`config.mk`:
```
export PLATFORM = sky130hd
export DESIGN_NAME = ttfe_dp
export DESIGN_NICKNAME = d
export VERILOG_FILES = /design/src/hdl/ttfe_pkg.sv /design/src/hdl/ttfe_div.sv /design/src/hdl/ttfe_dp.sv
export SDC_FILE = /design/constraint.sdc
export NUM_CORES = 1
export LEC_CHECK = 0
export BUFFER_PORTS_ARGS = -buffer_cell sky130_fd_sc_hd__buf_2
export CAP_MARGIN = 40
export CORE_AREA = 2 2 176 135
export CTS_BUF_LIST = sky130_fd_sc_hd__clkbuf_8 sky130_fd_sc_hd__clkbuf_16
export CTS_CLUSTER_SIZE = 12
export DETAILED_ROUTE_END_ITERATION = 8
export DIE_AREA = 0 0 178 137
export PLACE_DENSITY_LB_ADDON = 0.3
export SLEW_MARGIN = 20
export SYNTH_ARGS = -nofsm -noshare
export SYNTH_HDL_FRONTEND = slang
export SYNTH_SLANG_ARGS = --single-unit
export TNS_END_PERCENT = 5
```
`constraint.sdc`:
```
create_clock -name clk -period 5.4 [get_ports clk]
set_clock_uncertainty 0.2 [all_clocks]
set_input_delay 0.27 -clock clk [delete_from_list [all_inputs] [get_ports clk]]
set_output_delay 0.27 -clock clk [all_outputs]
set_load 0.03 [all_outputs]
```
`src/hdl/ttfe_pkg.sv`:
```
package ttfe_pkg;

    // Default sizes of the sample path
    localparam int SAMPLE_BITS_DEF = 14;
    localparam int LOOKAHEAD_DEF   = 4;

    // Field and register widths
    localparam int LEN_W   = 13;
    localparam int RATE_W  = 27;
    localparam int COUNT_W = 12;
    localparam int INDEX_W = 12;
    localparam int HALF_W  = COUNT_W - 1;

    // Configuration port
    localparam int CFG_INDEX_W = 1;
    localparam int CFG_DATA_W  = RATE_W;
    localparam logic [CFG_INDEX_W-1:0] REG_BLOCK_LENGTH = 1'd0;
    localparam logic [CFG_INDEX_W-1:0] REG_SAMPLE_RATE  = 1'd1;

    // Register reset values and block length limits
    localparam logic [LEN_W-1:0]  BLOCK_LENGTH_RST = 13'd300;
    localparam logic [RATE_W-1:0] SAMPLE_RATE_RST  = 27'd1730104;
    localparam logic [LEN_W-1:0]  MIN_BLOCK        = 13'd8;
    localparam logic [LEN_W-1:0]  MAX_BLOCK        = 13'd4096;
    localparam logic [COUNT_W-1:0] COUNT_MAX       = 12'd4095;

    // Trend classes
    localparam logic [1:0] CLASS_FLAT    = 2'd0;
    localparam logic [1:0] CLASS_RISING  = 2'd1;
    localparam logic [1:0] CLASS_FALLING = 2'd2;

    // Commands from the controller to the datapath
    typedef struct packed {
        logic take_sample;
        logic start_period;
        logic start_freq;
        logic publish;
    } ttfe_cmd_t;

    // Status from the datapath to the controller
    typedef struct packed {
        logic last_sample;
        logic half_zero;
        logic div_done;
        logic out_free;
    } ttfe_status_t;

endpackage

```
`src/hdl/ttfe_div.sv`:
```
module ttfe_div
    import ttfe_pkg::*;
#(
    parameter int DIVIDEND_W = RATE_W,
    parameter int DIVISOR_W  = LEN_W
) (
    input  logic                  clk,
    input  logic                  rst_n,
    input  logic                  start,
    input  logic [DIVIDEND_W-1:0] dividend,
    input  logic [DIVISOR_W-1:0]  divisor,
    output logic                  done,
    output logic [DIVIDEND_W-1:0] quotient
);

    localparam int CNT_W = $clog2(DIVIDEND_W + 1);
    localparam logic [CNT_W-1:0] STEPS = CNT_W'(DIVIDEND_W);

    logic [CNT_W-1:0]      cnt_reg;
    logic                  done_reg;
    logic [DIVIDEND_W-1:0] quot_reg;
    logic [DIVISOR_W-1:0]  rem_reg;
    logic [DIVISOR_W-1:0]  divisor_reg;

    logic [DIVISOR_W:0]    shifted;
    logic [DIVISOR_W:0]    diff;
    logic                  fits;

    // One restoring step: bring down the next dividend bit and try the subtract
    always_comb
    begin
        shifted = {rem_reg, quot_reg[DIVIDEND_W-1]};
        fits    = shifted >= {1'b0, divisor_reg};
        diff    = shifted - {1'b0, divisor_reg};
    end

    // Count the steps and flag the last one
    always_ff @(posedge clk or negedge rst_n)
    begin
        if (!rst_n)
        begin
            cnt_reg  <= '0;
            done_reg <= 1'b0;
        end
        else
        begin
            done_reg <= (cnt_reg == CNT_W'(1));
            if (start)
                cnt_reg <= STEPS;
            else if (cnt_reg != '0)
                cnt_reg <= cnt_reg - CNT_W'(1);
        end
    end

    // Shift quotient bits in where the dividend bits leave
    always_ff @(posedge clk)
    begin
        if (start)
        begin
            quot_reg    <= dividend;
            rem_reg     <= '0;
            divisor_reg <= divisor;
        end
        else if (cnt_reg != '0)
        begin
            quot_reg <= {quot_reg[DIVIDEND_W-2:0], fits};
            rem_reg  <= fits ? diff[DIVISOR_W-1:0] : shifted[DIVISOR_W-1:0];
        end
    end

    assign done     = done_reg;
    assign quotient = quot_reg;

endmodule

```
`src/hdl/ttfe_dp.sv`:
```
module ttfe_dp
    import ttfe_pkg::*;
#(
    parameter int LOOKAHEAD   = LOOKAHEAD_DEF,
    parameter int SAMPLE_BITS = SAMPLE_BITS_DEF
) (
    input  logic                   clk,
    input  logic                   rst_n,
    input  logic                   cfg_we,
    input  logic [CFG_INDEX_W-1:0] cfg_index,
    input  logic [CFG_DATA_W-1:0]  cfg_data,
    input  logic [SAMPLE_BITS-1:0] sample,
    input  ttfe_cmd_t              cmd,
    output ttfe_status_t           status,
    input  logic                   out_ready,
    output logic                   out_valid,
    output logic [RATE_W-1:0]      frequency_milli_hz,
    output logic [COUNT_W-1:0]     transition_count,
    output logic                   no_signal
);

    localparam logic [INDEX_W-1:0] LOOK_IDX = INDEX_W'(LOOKAHEAD);

    logic [LEN_W-1:0]       block_length_reg;
    logic [RATE_W-1:0]      sample_rate_reg;

    logic [SAMPLE_BITS-1:0] window_reg [LOOKAHEAD];
    logic [1:0]             prev_class_reg;
    logic [1:0]             prev_class_next;
    logic [COUNT_W-1:0]     count_reg;
    logic [COUNT_W-1:0]     count_next;
    logic [INDEX_W-1:0]     index_reg;
    logic [COUNT_W-1:0]     result_count_reg;

    logic                   out_valid_reg;
    logic [RATE_W-1:0]      out_freq_reg;
    logic [COUNT_W-1:0]     out_count_reg;
    logic                   out_nosig_reg;

    logic [LEN_W-1:0]       len_eff;
    logic [LEN_W-1:0]       index_plus;
    logic                   last_sample;
    logic                   below;
    logic                   above;
    logic [1:0]             cls;
    logic                   half_zero;

    logic                   div_start;
    logic [RATE_W-1:0]      div_a;
    logic [LEN_W-1:0]       div_b;
    logic                   div_done;
    logic [RATE_W-1:0]      div_q;
    logic [LEN_W-1:0]       period;

    // Clamp the block length into its legal range
    always_comb
    begin
        if (block_length_reg < MIN_BLOCK)
            len_eff = MIN_BLOCK;
        else if (block_length_reg > MAX_BLOCK)
            len_eff = MAX_BLOCK;
        else
            len_eff = block_length_reg;
    end

    assign index_plus  = {1'b0, index_reg} + LEN_W'(1);
    assign last_sample = index_plus >= len_eff;

    // Classify the oldest window sample against the newer ones and the new word
    always_comb
    begin
        below = (window_reg[0] < sample);
        above = (window_reg[0] > sample);
        for (int k = 1; k < LOOKAHEAD; k++)
        begin
            if (!(window_reg[0] < window_reg[k]))
                below = 1'b0;
            if (!(window_reg[0] > window_reg[k]))
                above = 1'b0;
        end
        if (below)
            cls = CLASS_RISING;
        else if (above)
            cls = CLASS_FALLING;
        else
            cls = CLASS_FLAT;
    end

    // Count flat-to-falling changes, saturating
    always_comb
    begin
        count_next      = count_reg;
        prev_class_next = prev_class_reg;
        if (index_reg >= LOOK_IDX)
        begin
            if (index_reg > LOOK_IDX && prev_class_reg == CLASS_FLAT &&
                cls == CLASS_FALLING && count_reg != COUNT_MAX)
                count_next = count_reg + COUNT_W'(1);
            prev_class_next = cls;
        end
    end

    // Write configuration registers
    always_ff @(posedge clk or negedge rst_n)
    begin
        if (!rst_n)
        begin
            block_length_reg <= BLOCK_LENGTH_RST;
            sample_rate_reg  <= SAMPLE_RATE_RST;
        end
        else if (cfg_we)
        begin
            unique case (cfg_index)
                REG_BLOCK_LENGTH: block_length_reg <= cfg_data[LEN_W-1:0];
                REG_SAMPLE_RATE:  sample_rate_reg  <= cfg_data[RATE_W-1:0];
                default:          ;
            endcase
        end
    end

    // Advance the block state on each word taken
    always_ff @(posedge clk or negedge rst_n)
    begin
        if (!rst_n)
        begin
            for (int k = 0; k < LOOKAHEAD; k++)
                window_reg[k] <= '0;
            prev_class_reg <= CLASS_FLAT;
            count_reg      <= '0;
            index_reg      <= '0;
        end
        else if (cmd.take_sample)
        begin
            for (int k = 0; k + 1 < LOOKAHEAD; k++)
                window_reg[k] <= window_reg[k + 1];
            window_reg[LOOKAHEAD-1] <= sample;
            if (last_sample)
            begin
                prev_class_reg <= CLASS_FLAT;
                count_reg      <= '0;
                index_reg      <= '0;
            end
            else
            begin
                prev_class_reg <= prev_class_next;
                count_reg      <= count_next;
                index_reg      <= index_plus[INDEX_W-1:0];
            end
        end
    end

    // Hold the final count of the block for the divisions
    always_ff @(posedge clk)
    begin
        if (cmd.take_sample && last_sample)
            result_count_reg <= count_next;
    end

    assign half_zero = (result_count_reg[COUNT_W-1:1] == '0);

    // Share one divider: first block length by half count, then rate by period
    assign period    = (div_q[LEN_W-1:0] == '0) ? LEN_W'(1) : div_q[LEN_W-1:0];
    assign div_start = cmd.start_period | cmd.start_freq;
    assign div_a     = cmd.start_freq ? sample_rate_reg
                                      : {{(RATE_W-LEN_W){1'b0}}, len_eff};
    assign div_b     = cmd.start_freq ? period
                                      : {{(LEN_W-HALF_W){1'b0}}, result_count_reg[COUNT_W-1:1]};

    ttfe_div #(
        .DIVIDEND_W (RATE_W),
        .DIVISOR_W  (LEN_W)
    ) u_div (
        .clk      (clk),
        .rst_n    (rst_n),
        .start    (div_start),
        .dividend (div_a),
        .divisor  (div_b),
        .done     (div_done),
        .quotient (div_q)
    );

    // Output register: load on publish, drop when taken
    always_ff @(posedge clk or negedge rst_n)
    begin
        if (!rst_n)
            out_valid_reg <= 1'b0;
        else if (cmd.publish)
            out_valid_reg <= 1'b1;
        else if (out_ready)
            out_valid_reg <= 1'b0;
    end

    always_ff @(posedge clk)
    begin
        if (cmd.publish)
        begin
            out_freq_reg  <= half_zero ? '0 : div_q;
            out_count_reg <= result_count_reg;
            out_nosig_reg <= half_zero;
        end
    end

    always_comb
    begin
        status.last_sample = last_sample;
        status.half_zero   = half_zero;
        status.div_done    = div_done;
        status.out_free    = !out_valid_reg || out_ready;
    end

    assign out_valid          = out_valid_reg;
    assign frequency_milli_hz = out_freq_reg;
    assign transition_count   = out_count_reg;
    assign no_signal          = out_nosig_reg;

endmodule

```
==> results.ini <==
[sta]
report.final.slew_viol_count=0
slew_at_the_pin_closest_to_its_max_slew_limit_ns=0.822
final-hold-violation-count=0
setup_repair_after_global_routing_missed_its_margin=no
setup_total_negative_slack_ns=0
final.period_utilization_pct=89.0
timing.final.setup_violations=0
timing.final.crit_period_ns=4.81
max_freq_mhz=208
slew_limit_headroom_pct=44.8

[setup_path]
crit_type=reg -> out
cp_slowest_stage_delay_ns=0.66
path_cells=nor3_1 -> nand3_1 -> o41ai_2 -> o21ai_1 -> ha_1 -> o21ai_0 -> a21oi_1 -> o31ai_1 -> a31o_2 -> a21o_1 -> buf_4 -> inv_1 -> buf_2
critical_path_peak_fanout=23
reg2reg_from=block_length_reg[4]
worst_ep_arrival_time_ns=4.34
timing.rr.end=index_reg[2]
ff2ff_path_depth=14
crit_required_ns=4.93
worstPathBufferInverterCount=3
r2r_slack_ns=1.06
worst_setup_path_start_kind=flip-flop
setup.worst_path.end_class=output port
worst_path_dominant_cell_family=compound AO/OA/AOI/OAI gates
timing.critical_path.slowest_stage_cell=sky130_fd_sc_hd__o41ai_2

[logic_synthesis]
synth_top_flop_cell=sky130_fd_sc_hd__dfrtp_1
number_of_distinct_standard_cells_referenced_by_the_synthesized_netlist=71
netlist_area_mm2=0.0123
mapped_nets=1296
synth-edff-count=92
post-synth-top-area-fraction_pct=23.4
share_of_the_yosys_chip_area_belonging_to_registers_pct=51.0
synth-adder-area-share_pct=9.13
yosys_warnings=0
synth_top_family_by_area=simple AND/OR/NAND/NOR gates
post_synth_and_or_nand_nor_area_fraction_pct=13.8
synth_compound_area_share_pct=11.9
synth.mux.area_fraction_pct=7.16
register_bit_total_from_synthesis=234
yosys-top-cells-area=sky130_fd_sc_hd__dfrtp_1, sky130_fd_sc_hd__edfxtp_1, sky130_fd_sc_hd__ha_1
async_flop_share_pct=55.1
postSynthCellCount=1157
synth_area_per_cell_um2=10.6
yosys.area_share.xor_xnor_pct=1.85
yosysTopAreaCell=sky130_fd_sc_hd__dfrtp_1

[floorplanning]
design.core.area_mm2=0.0226
die_width_um=178
start_util_pct=54.3
core.rowCount=48
io_pins=95
die_area_mm2=0.0244
die_y_um=137

[pwr]
ir_drop_uv=274
internal_power_mw=3.41
register_share_of_total_power_pct=46.8
combPwrFrac_pct=21.7
leakagePower_nw=6.30
p_switching_mw=1.46
power.density_cell_area_mw_per_mm2=342
post-layout-total-power_mw=4.88
p_clk_share_pct=31.5
sw_frac_of_total_pct=30.0

[cells_and_area]
fillerInstances=1750
drive_above_1_share_pct=18.1
largest_reg_flops=56
num_antenna_cells=0
layout.cells.most_common_list=sky130_fd_sc_hd__nand2_1, sky130_fd_sc_hd__dfrtp_1, sky130_fd_sc_hd__inv_1, sky130_fd_sc_hd__o21ai_0
finish.net_count=1426
final_common_cell=sky130_fd_sc_hd__nand2_1
area_growth_syn_to_layout_pct=16.0

[hold_path]
hold_start=cfg_index
cell_count_of_the_worst_hold_path=3
worst_min_delay_path_class=in -> reg
worst_hold_path.endpoint=block_length_reg[2]

[clock_tree]
cts.repair.resized=0
cts_buf_count=25
clk_pin_slew_ns=0.06
max-clock-path-buffers=3
number_of_levels_in_the_clock_h_tree=1
cts_hold_buf=46
insertion_delay_ns=0.51
cts_root_buf=sky130_fd_sc_hd__clkbuf_16
cts.repair_timing.setup_buffer_count=0
cts_sinks=234
clock_tree_from_tritoncts=yes

[placement]
place_congestion=0.890
io_buffer_count=94
dpl.hpwl_um=19200

[global_routing]
met2_usage_in_global_routing_pct=34.4
grt_busiest_layer=met1
gr-usage-met3_pct=3.42
grt_util_all_layers_pct=23.3
overflow=0
grt_max_degree=78
groute.layer.met1.usage_pct=35.7
number_of_antenna_violations_at_the_first_check_in_global_routing=0
grt_first_pass_wirelength_um=45000
via_count_of_the_first_global_routing_pass=8640

[drt]
detail_route.iter0.violations=762
drc=0
via_total_after_detailed_routing=9052
drt-vias-per-instance=5.64
post_route_ant_nets=0
final_routed_wirelength_across_all_metal_layers_um=27700
avgRoutedWirePerCell_um=17.2
total_iterations_of_the_first_detailed_routing_run=5

[run]
max-cap-violations=0

[outcome]
status=complete, no violations

## per-stage QoR
| step | cells | util [%] | instance area [um^2] | hold WS [ns] | setup WS (ns) |
|---|---|---|---|---|---|
| final | 1605 | 62.9 | 14300 | 0.0460 | 0.595 |
| after global routing | 1605 | 62.9 | 14300 | 0.0541 | 0.273 |
| after CTS | 1603 | 62.8 | 14200 | 0.0296 | 0.624 |
| after detailed placement | 1512 | 57.5 | 13000 | -0.0302 | 1.11 |
| after global placement | 1509 | 57.3 | 13000 | 0.209 | 1.25 |
| after floorplan | 1157 | - | 12300 | -0.226 | 1.60 |
## area by class of cell
class                      instances  area, um^2  share of cell area, %
tap                              300         375                   2.63
sequential                       234        6270                   44.0
inverter                         102         383                   2.69
multi-input combinational        770        5390                   37.8
clock buffer                      27         653                   4.58
timing repair buffer             154        1100                   7.75
clock inverter                    18        75.1                  0.527
## cells in the mapped netlist, drive strengths merged (4+ instances only)
cell and count:
o21ai 98, nor3 16, o31ai 6, nor2b 13, dfrtp 115, nor2 45
a21o 5, and2 26, dfxtp 13, or3 6, xnor2 15, and3 8
a21oi 46, nor4 17, o21bai 4, xor2 11, a22o 9, nand2b 22
or2 4, o211ai 4, o21a 5, nand2 127, mux2i 8, dfstp 14
nand3 26, edfxtp 92, mux2 71, buf 18, o2bb2ai 7, a31oi 10
inv 101, ha 88, nand4 21, clkbuf 33, or4 7
## power by group through the flow
stage	clock network, mW	logic, mW	registers [mW]
6_report	1.53	1.06	2.28
5_1_grt	1.64	1.20	2.31
4_1_cts	1.56	1.05	2.28
3_5_place_dp	0	1.02	2.31
3_3_place_gp	0	0.981	2.30
2_1_floorplan	0	0.694	2.30
## worst min-delay path, cell delays in order
cell,delay (ns)
sky130_fd_sc_hd__buf_2,0.10
sky130_fd_sc_hd__nor2b_1,0.11
sky130_fd_sc_hd__mux2_2,0.25
## metal layers
| metal | share of wire (%) | vias up |
|---|---|---|
| li1 | - | 4380 |
| met5 | 0 | - |
| met1 | 48 | 4345 |
| met2 | 44 | 280 |
| met4 | 2.0 | 0 |
| met3 | 5.8 | 47 |
## worst max-delay path by stage
stage                              startpoint                   to  slack [ns]  cells after the start
after floorplan           block_length_reg[6]  result_count_reg[0]        1.60                     12
after global placement    block_length_reg[6]         index_reg[8]        1.25                     14
after detailed placement  block_length_reg[6]         index_reg[2]        1.11                     14
after CTS                 block_length_reg[6]            status[3]        0.62                     13
after global routing      block_length_reg[4]            status[3]        0.27                     13
final                     block_length_reg[4]            status[3]        0.59                     13
## logic make-up (layout without fill, tap and decap cells)
| logic type | after synthesis | count (layout) |
|---|---|---|
| AOI/OAI and AO/OA | 233 | 233 |
| muxes | 79 | 79 |
| buffers and inverters | 153 | 301 |
| DFF | 234 | 234 |
| adders and majority gates | 89 | 89 |
| and+or+nand+nor | 343 | 343 |
| xor gates and xnor gates | 26 | 26 |
Power figures use the tool's default switching activity.
