File: src/hdl/ttfe_pkg.sv
package ttfe_pkg;

    // Default sizes of the sample path
    localparam int SAMPLE_BITS_DEF = 14;
    localparam int LOOKAHEAD_DEF   = 4;

    // Field and register widths
    localparam int LEN_W   = 13;
    localparam int RATE_W  = 27;
    localparam int COUNT_W = 12;
    localparam int INDEX_W = 12;
    localparam int HALF_W  = COUNT_W - 1;

    // Configuration port
    localparam int CFG_INDEX_W = 1;
    localparam int CFG_DATA_W  = RATE_W;
    localparam logic [CFG_INDEX_W-1:0] REG_BLOCK_LENGTH = 1'd0;
    localparam logic [CFG_INDEX_W-1:0] REG_SAMPLE_RATE  = 1'd1;

    // Register reset values and block length limits
    localparam logic [LEN_W-1:0]  BLOCK_LENGTH_RST = 13'd300;
    localparam logic [RATE_W-1:0] SAMPLE_RATE_RST  = 27'd1730104;
    localparam logic [LEN_W-1:0]  MIN_BLOCK        = 13'd8;
    localparam logic [LEN_W-1:0]  MAX_BLOCK        = 13'd4096;
    localparam logic [COUNT_W-1:0] COUNT_MAX       = 12'd4095;

    // Trend classes
    localparam logic [1:0] CLASS_FLAT    = 2'd0;
    localparam logic [1:0] CLASS_RISING  = 2'd1;
    localparam logic [1:0] CLASS_FALLING = 2'd2;

    // Commands from the controller to the datapath
    typedef struct packed {
        logic take_sample;
        logic start_period;
        logic start_freq;
        logic publish;
    } ttfe_cmd_t;

    // Status from the datapath to the controller
    typedef struct packed {
        logic last_sample;
        logic half_zero;
        logic div_done;
        logic out_free;
    } ttfe_status_t;

endpackage

File: src/hdl/ttfe_ctrl.sv
module ttfe_ctrl
    import ttfe_pkg::*;
(
    input  logic         clk,
    input  logic         rst_n,
    input  logic         in_valid,
    output logic         in_ready,
    input  ttfe_status_t status,
    output ttfe_cmd_t    cmd
);

    localparam logic [2:0] ST_IDLE    = 3'd0;
    localparam logic [2:0] ST_LAUNCH  = 3'd1;
    localparam logic [2:0] ST_PERIOD  = 3'd2;
    localparam logic [2:0] ST_FREQ    = 3'd3;
    localparam logic [2:0] ST_PUBLISH = 3'd4;

    logic [2:0] state_reg;
    logic [2:0] state_next;

    // Sequence sample intake, the two divisions at block end (skipped with no signal) and the publish
    always_comb
    begin
        cmd        = '0;
        state_next = state_reg;
        unique case (state_reg)
            ST_IDLE:
            begin
                if (in_valid)
                begin
                    cmd.take_sample = 1'b1;
                    if (status.last_sample)
                        state_next = ST_LAUNCH;
                end
            end
            ST_LAUNCH:
            begin
                if (status.half_zero)
                    state_next = ST_PUBLISH;
                else
                begin
                    cmd.start_period = 1'b1;
                    state_next       = ST_PERIOD;
                end
            end
            ST_PERIOD:
            begin
                if (status.div_done)
                begin
                    cmd.start_freq = 1'b1;
                    state_next     = ST_FREQ;
                end
            end
            ST_FREQ:
            begin
                if (status.div_done)
                    state_next = ST_PUBLISH;
            end
            ST_PUBLISH:
            begin
                if (status.out_free)
                begin
                    cmd.publish = 1'b1;
                    state_next  = ST_IDLE;
                end
            end
            default:
            begin
                state_next = ST_IDLE;
            end
        endcase
    end

    always_ff @(posedge clk or negedge rst_n)
    begin
        if (!rst_n)
            state_reg <= ST_IDLE;
        else
            state_reg <= state_next;
    end

    assign in_ready = (state_reg == ST_IDLE);

endmodule

File: config.mk
export PLATFORM = sky130hd
export DESIGN_NAME = ttfe_ctrl
export DESIGN_NICKNAME = d
export VERILOG_FILES = /design/src/hdl/ttfe_pkg.sv /design/src/hdl/ttfe_ctrl.sv
export SDC_FILE = /design/constraint.sdc
export NUM_CORES = 1
export LEC_CHECK = 0
export ABC_AREA = 1
export CAP_MARGIN = 40
export CORE_AREA = 2 2 39 41
export CTS_CLUSTER_DIAMETER = 200
export DETAILED_ROUTE_END_ITERATION = 10
export DIE_AREA = 0 0 41 43
export DONT_BUFFER_PORTS = 1
export GPL_ROUTABILITY_DRIVEN = 0
export PLACE_DENSITY_LB_ADDON = 0.12
export SYNTH_ARGS = -nofsm -noshare
export SYNTH_HDL_FRONTEND = slang
export SYNTH_SLANG_ARGS = --single-unit
File: constraint.sdc
create_clock -name clk -period 1.53 [get_ports clk]
set_input_delay 0.153 -clock clk [delete_from_list [all_inputs] [get_ports clk]]
set_output_delay 0.153 -clock clk [all_outputs]
set_load 0.005 [all_outputs]
==> results.json, run 1 <==
{
  "tns_ps": 0,
  "num_rows": 14,
  "relSlewSlack_pct": 78.24,
  "synthesis.nets": 42,
  "finalHoldViolCount": 0,
  "stdcell_area_um2": 281.5,
  "crit_family": "simple AND/OR/NAND/NOR gates",
  "cts_root_buf": "clkbuf_4",
  "globalRouteOverflowTotal": 0,
  "cts_hold_buf": 1,
  "clk_pin_slew_worst_paths_ps": 40,
  "combPwrFrac_pct": 43.1,
  "regArea_um2": 75.07,
  "grt_pass1_vias": 196,
  "dp_hpwl_um": 413.4,
  "p_switching_uw": 245.4,
  "io_pins": 12,
  "wire_per_inst_um": 9.018,
  "seqPwrFrac_pct": 31.2,
  "rsz0062_at_grt": "false",
  "dr.pass1.iters": 2,
  "critPathSlowestCell": "dfrtp_1",
  "p_leak_uw": 0.0001544,
  "h-tree-depth": 1,
  "track_usage_pct": 7.042,
  "initial_core_util_pct": 16.64,
  "largest_reg_flops": 3,
  "finalCoreUtilization_pct": 20.34,
  "num_vias": 215,
  "drv_slew": 0,
  "core_area_um2": 1384,
  "status": "completed",
  "placed_area_um2": 245.2,
  "ir_worst_vdd_mv": 0.6766,
  "cts_tree": "built",
  "post-cts-setup-buffer-count": 0,
  "dieHeight_um": 43,
  "clock_skew_ps": 0.9427,
  "ys_seq_area_share_pct": 32.61,
  "finalSetupViolations": 0,
  "numPortBuffers": 0,
  "powerDensity_nw_per_um2": 1914,
  "clk_latency_ps": 230,
  "cts_resized": 0,
  "final_nets": 47,
  "path_class": "flop to output port",
  "cp-start-kind": "flop",
  "drtIter0Drc": 1,
  "crit_fanout": 4,
  "critical_path_buf_inv_count": 0,
  "clkSinkCount": 3,
  "drive_above_1_share_pct": 23.08,
  "nFillCells": 161,
  "worstPathArrival_ps": 1090,
  "ys_types": 14,
  "clock_path_buffers": 2,
  "synth_seq_cells": 3,
  "p_int_uw": 293.5,
  "postRouteAntennaNets": 0,
  "post-route-period-util_pct": 81.32,
  "required_ps": 1380,
  "netlist_area_um2": 230.2,
  "antennaDiodeCount": 0,
  "cp_slowest_stage_delay_ps": 410,
  "worstHoldPathType": "primary input to flop",
  "cts_buffers": 3,
  "postSynthAreaPerCell_um2": 6.578,
  "die_area_um2": 1763,
  "clock.fmax_mhz": 803.7,
  "multiInputGateArea_um2": 120.1,
  "fin_crit_ps": 1244,
  "synthCells": 35,
  "end_kind": "output port",
  "antenna_found_initial": 0,
  "worst_slew_pin_slew_ps": 323.4,
  "grt_max_degree": 9,
  "cap_violations": 0,
  "synth_warnings": 0,
  "syn_to_final_growth_pct": 22.28,
  "routed_via_density": 3.909,
  "grt_pass1_wl_um": 793,
  "path_cells": "nor2_2 -> nand2_1 -> nor2_1",
  "drt-total-wl_um": 496,
  "sw_frac_of_total_pct": 45.54,
  "clkPwrFrac_pct": 25.7,
  "drc": 0,
  "chipWidth_um": 41
}
[layer usage]
layer | wire, um | global-route usage, %
met5 | 0 | 0
met4 | 0 | 8.000
met3 | 9 | 1.571
met2 | 243 | 8.750
met1 | 243 | 8.738
[worst register-to-register path, cell delays in order, from the launching register on]
cell     delay, ps
dfrtp_1        410
nor2_2         220
nand3_2        110
nand4_1        110
nand2_1         60
[through the flow]
stage,hold WS [ps],total power (uW),setup WS (ps),instances
2_1_floorplan,-142.6,361.7,568.4,35
5_1_grt,156.4,607.2,170.9,55
6_report,154.3,538.8,285.8,55
3_5_place_dp,-142.5,403.7,499.3,50
3_3_place_gp,-142.5,406.5,516.8,50
4_1_cts,147.1,551.4,267.7,55
[logic make-up (layout without fill, tap and decap cells)]
| group | Yosys count | after routing | share of synthesized area [%] |
|---|---|---|---|
| AO/OA/AOI/OAI | 2 | 2 | 4.344 |
| AND/OR/NAND/NOR | 21 | 21 | 47.83 |
| flip-flops | 3 | 3 | 32.61 |
| buffers and inverters | 9 | 13 | 15.22 |
[synth_stat cells, drive strengths merged]
cell   number  share of area, %
buf         1               2.2
dfrtp       3                33
inv         8                13
nand2       8                14
nand3       3                11
nand4       3               8.2
nor2        6                12
nor4        1               2.7
o21ai       2               4.3
[worst paths after layout]
| check | startpoint | endpoint | slack, ps | depth (start not counted) |
|---|---|---|---|---|
| max | state_reg[2] | cmd[3] | 290 | 3 |
| min | status[1] | state_reg[0] | 150 | 3 |
| max reg2reg | state_reg[2] | state_reg[1] | 510 | 4 |
| min reg2reg | state_reg[0] | state_reg[0] | 630 | 2 |
| max in group asynchronous | rst_n | state_reg[2] | 1220 | 1 |
| min in group asynchronous | rst_n | state_reg[1] | 170 | 1 |
[power groups by stage]
stage / registers [uW] / logic [uW] / clock network [uW]
4_1_cts: 167 / 239 / 145
3_3_place_gp: 169 / 237 / 0
3_5_place_dp: 168 / 235 / 0
5_1_grt: 175 / 273 / 159
6_report: 168 / 232 / 139
2_1_floorplan: 144 / 217 / 0
[layout by cell type (no fill, tap or decap), types with 2 or more instances in the layout]
master	instances
inv_1	7
nand2_1	7
nor2_1	4
nand4_1	3
clkbuf_4	3
dfrtp_1	3
nor2_2	2
nand3_2	2
[cell type report]
type	count	share of cell area [%]
Sequential cell	3	26.67
Clock buffer	4	9.333
Tap cell	16	7.111
Timing Repair Buffer	1	3.556
Multi-Input combinational cell	23	42.67
Inverter	8	10.67
Note: power is estimated with default switching activity, not from simulation.
==> run 2: changes to the inputs <==
Clock period 1.53 ns to 1.12 ns, I/O delays scaled along.
==> results.json, run 2 (synthesis results as in run 1) <==
{
  "finalHoldViolCount": 0,
  "met1_usage_pct": 6.796,
  "clk_latency_ps": 230,
  "seqPwrFrac_pct": 30.3,
  "endpoint": "cmd[3]",
  "chipWidth_um": 41,
  "drv_slew": 0,
  "drc": 0,
  "clock_path_buffers": 2,
  "dieHeight_um": 43,
  "dr.pass1.iters": 3,
  "sw_frac_of_total_pct": 45.92,
  "largest_reg_flops": 3,
  "combPwrFrac_pct": 47.8,
  "io_pins": 12,
  "final_common_cell": "nand2_1",
  "reg2reg_slack_ps": 50,
  "cts_buffers": 3,
  "use_met3_pct": 3.141,
  "status": "completed",
  "reg2reg_from": "state_reg[2]",
  "ir_worst_vdd_mv": 0.8726,
  "num_vias": 229,
  "placed_area_um2": 245.2,
  "rsz0062_at_grt": "true",
  "end_kind": "output port",
  "clkSinkCount": 3,
  "num_rows": 14,
  "grt_pass1_vias": 247,
  "grt_pass1_wl_um": 883,
  "clk_pin_slew_worst_paths_ps": 40,
  "p_int_uw": 464.8,
  "r2r_cells": 5,
  "final_nets": 48,
  "met2_usage_pct": 12.50,
  "clkPwrFrac_pct": 22.0,
  "grt_max_degree": 9,
  "h-tree-depth": 1,
  "drt-total-wl_um": 515,
  "cts_tree": "built",
  "syn_to_final_growth_pct": 39.67,
  "die_area_um2": 1763,
  "r2r_end": "state_reg[1]",
  "worstPathArrival_ps": 1000,
  "cp-start-kind": "flop",
  "routed_via_density": 4.089,
  "globalRouteOverflowTotal": 0,
  "crit_fanout": 4,
  "relSlewSlack_pct": 84.19,
  "mostFrequentLayoutCells": "nand2_1 (5), inv_1 (4), inv_2 (4)",
  "cap_violations": 0,
  "postRouteAntennaNets": 0,
  "finalSetupViolations": 0,
  "track_usage_pct": 7.948,
  "post-route-period-util_pct": 99.64,
  "p_leak_uw": 0.0001539,
  "required_ps": 1010,
  "drive_above_1_share_pct": 55.00,
  "clock_skew_ps": 1.270,
  "power_uw": 859.4,
  "clock.fmax_mhz": 896.1,
  "p_switching_uw": 394.7,
  "cts_root_buf": "clkbuf_4",
  "drtIter0Drc": 3,
  "numPortBuffers": 0,
  "fin_crit_ps": 1116,
  "worstHoldPathType": "primary input to asynchronous set/reset pin",
  "stdcell_area_um2": 321.6,
  "worst_slew_pin_slew_ps": 235.2,
  "antenna_found_initial": 0,
  "core_area_um2": 1384,
  "antennaDiodeCount": 0,
  "path_class": "flop to output port",
  "wire_per_inst_um": 9.196,
  "busiest_layer": "met2",
  "crit_start": "state_reg[2]",
  "powerDensity_nw_per_um2": 2673,
  "initial_core_util_pct": 16.64
}
run 2: area by class of cell:
cell class | instances | area [um^2]
fill | 170 | 1062
multi-input combinational | 23 | 148.9
timing repair buffer | 2 | 17.52
sequential | 3 | 78.83
tap | 16 | 20.02
inverter | 8 | 30.03
clock buffer | 4 | 26.28
run 2: how the worst min path moves through the flow:
stage,endpoint,slack (ps),cells after the start
after floorplan,state_reg[0],-180,0
after global placement,state_reg[1],-180,0
after detailed placement,state_reg[1],-180,0
after CTS,state_reg[0],110,3
after global routing,state_reg[1],120,1
final,state_reg[1],130,1
run 2: layer usage:
metal	wire, um	up-vias
met2	296	5
met1	194	102
met5	0	-
met3	24	0
li1	-	122
met4	0	0
run 2: through the flow:
stage                     utilization (%)  worst slack, ps  TNS [ps]  hold slack, ps  instances
after CTS                           22.51           -15.04    -23.45           106.4         56
after floorplan                         -            184.2         0          -183.6         35
final                               23.24            4.085         0           128.8         56
after global placement              17.72            77.87         0          -183.5         50
after global routing                23.24           -71.42    -232.3           120.3         56
after detailed placement            17.72            79.91         0          -183.5         50
run 2: critical path, stage by stage, from the launching register on:
cell and delay [ps]:
dfrtp_2 430, nor2_4 160, nand2_2 80, nor2_2 100
run 2: power groups by stage:
stage | Combinational, uW | Clock, uW | Sequential [uW]
4_1_cts | 400 | 202 | 257
6_report | 410 | 189 | 260
5_1_grt | 474 | 218 | 271
3_5_place_dp | 322 | 0 | 230
2_1_floorplan | 297 | 0 | 197
3_3_place_gp | 321 | 0 | 233
run 2: timing repair:
action | 4_1_cts | 5_1_grt
setup endpoints to repair | 4 | 8
hold endpoints to repair | 3 | 0
resized for setup | 9 | 5
hold buffers | 1 | 0
pin swaps | 2 | 2
setup buffers | 1 | 0
==> run 3: changes to the inputs <==
Settings changed: ABC_AREA 1 to default, BUFFER_PORTS_ARGS from default to -buffer_cell sky130_fd_sc_hd__buf_2, DONT_BUFFER_PORTS 1 to default.
==> results.json, run 3 <==
{
  "status": "finished, violations left",
  "violations": "setup timing",
  "ys_types": 17,
  "chipWidth_um": 41,
  "synth_area_leaders": "dfrtp_1 (36%), buf_6 (5.4%), a21bo_2 (4.8%)",
  "synth_warnings": 0,
  "relSlewSlack_pct": 83.65,
  "finalHoldViolCount": 0,
  "dp_slack_ps": 10.88,
  "clock_path_buffers": 2,
  "rsz0062_at_grt": "true",
  "setup_slack_ps": -195.0,
  "cts_root_buf": "clkbuf_4",
  "routed_via_density": 4.054,
  "worstPathArrival_ps": 1200,
  "track_usage_pct": 9.155,
  "powerDensity_nw_per_um2": 2640,
  "die_area_um2": 1763,
  "drive_above_1_share_pct": 67.50,
  "power_uw": 990.8,
  "globalRouteOverflowTotal": 0,
  "synth_ff_type": "dfrtp_1",
  "netlist_area_um2": 210.2,
  "synth_edf_count": 0,
  "drv_slew": 0,
  "cts_tree": "built",
  "cp-start-kind": "flop",
  "core_area_um2": 1384,
  "final_common_cell": "buf_2",
  "worst_slew_pin_slew_ps": 241.9,
  "path_class": "flop to output port",
  "num_vias": 227,
  "ys_seq_area_share_pct": 35.71,
  "grt_pass1_vias": 237,
  "drc": 0,
  "crit_fanout": 5,
  "p_leak_uw": 0.0001802,
  "postRouteAntennaNets": 0,
  "synthCells": 19,
  "synth_top_area_share_pct": 35.71,
  "clk_pin_slew_worst_paths_ps": 40,
  "synth_seq_cells": 3,
  "multiInputGateArea_um2": 136.4,
  "end_kind": "output port",
  "synth_largest_area_cell": "dfrtp_1",
  "syn_to_final_growth_pct": 78.57,
  "grt_pass1_wl_um": 986,
  "io_pins": 12,
  "largest_reg_flops": 3,
  "clock.fmax_mhz": 760.4,
  "initial_core_util_pct": 15.19,
  "regArea_um2": 78.83,
  "antenna_found_initial": 0,
  "wire_per_inst_um": 10.84,
  "antennaDiodeCount": 0,
  "mostFrequentLayoutCells": "buf_2 (11), buf_4 (5), clkbuf_4 (3), dfrtp_2 (3)",
  "dr.pass1.iters": 2,
  "h-tree-depth": 1,
  "nFillCells": 160,
  "required_ps": 1010,
  "clkSinkCount": 3,
  "stdcell_area_um2": 375.4,
  "worstHoldPathType": "primary input to flop",
  "cts_buffers": 3,
  "clk_latency_ps": 230,
  "post-route-period-util_pct": 117.4,
  "clock_skew_ps": 0.5091,
  "fin_crit_ps": 1315,
  "final_nets": 48,
  "finalSetupViolations": 8,
  "synthesis.nets": 26,
  "postSynthAreaPerCell_um2": 11.06,
  "grt_max_degree": 8,
  "synth.most_common_cell": "dfrtp_1",
  "drt-total-wl_um": 607,
  "num_rows": 14,
  "numPortBuffers": 11,
  "ir_worst_vdd_mv": 0.8063,
  "dieHeight_um": 43,
  "drtIter0Drc": 1,
  "placed_area_um2": 296.5,
  "async_flop_share_pct": 100.0,
  "cap_violations": 0
}
-- run 3: cell type report --
cell class / instances / share of cell area (%)
well taps: 16 / 5.333
clock buffers: 4 / 7.000
repair buffers: 18 / 30.33
flip-flops and latches: 3 / 21.00
multi-input cells: 15 / 36.33
-- run 3: what timing repair did --
action,CTS,global route
buffers inserted,2,1
hold buffers,1,0
setup endpoints to repair,5,7
pin swaps,1,2
gates resized for setup,5,3
endpoints found under the hold margin,3,0
-- run 3: kinds of logic after synthesis --
group           synth area share, %
compound gates                14.28
xor+xnor                      4.167
buf+inv                       5.357
flops                         35.71
mux                           4.762
simple gates                  35.72
-- run 3: path summary, 6_finish.rpt --
path / cells past startpoint / end / slack (ps) / startpoint
worst max-delay path: 4 / cmd[1] / -200 / state_reg[0]
worst min-delay path: 3 / state_reg[2] / 140 / status[0]
worst max register to register: 3 / state_reg[1] / -70 / state_reg[1]
worst min register to register: 1 / state_reg[1] / 530 / state_reg[2]
max in group asynchronous: 2 / state_reg[0] / 800 / rst_n
min in group asynchronous: 2 / state_reg[1] / 200 / rst_n
-- run 3: layer usage --
metal / routed length, um / vias up / GRT usage (%)
met4: 0 / 0 / 4.000
met5: 0 / - / 0
li1: - / 114 / -
met2: 297 / 11 / 12.81
met1: 253 / 102 / 10.36
met3: 56 / 0 / 6.283
-- run 3: stage by stage --
| step | instances | util, % | TNS [ps] | hold WS (ps) |
|---|---|---|---|---|
| after floorplan | 19 | - | 0 | -183.6 |
| after global placement | 48 | 21.43 | 0 | -90.21 |
| after detailed placement | 48 | 21.43 | 0 | -89.18 |
| after CTS | 55 | 26.22 | -800.4 | 145.3 |
| after global routing | 56 | 27.12 | -1387 | 133.6 |
| final | 56 | 27.12 | -830.8 | 139.7 |
-- run 3: worst max-delay path, stage by stage (launching register included) --
cell and delay, ps:
dfrtp_2 430, buf_6 130, buf_4 120, and3b_1 190, buf_2 100
-- run 3: power by group --
group / total, uW / leakage, uW / switching (uW) / internal, uW
sequential: 270 / 0.0000351 / 101 / 169
clock: 193 / 0.0000150 / 59.7 / 134
combinational: 528 / 0.000130 / 183 / 345
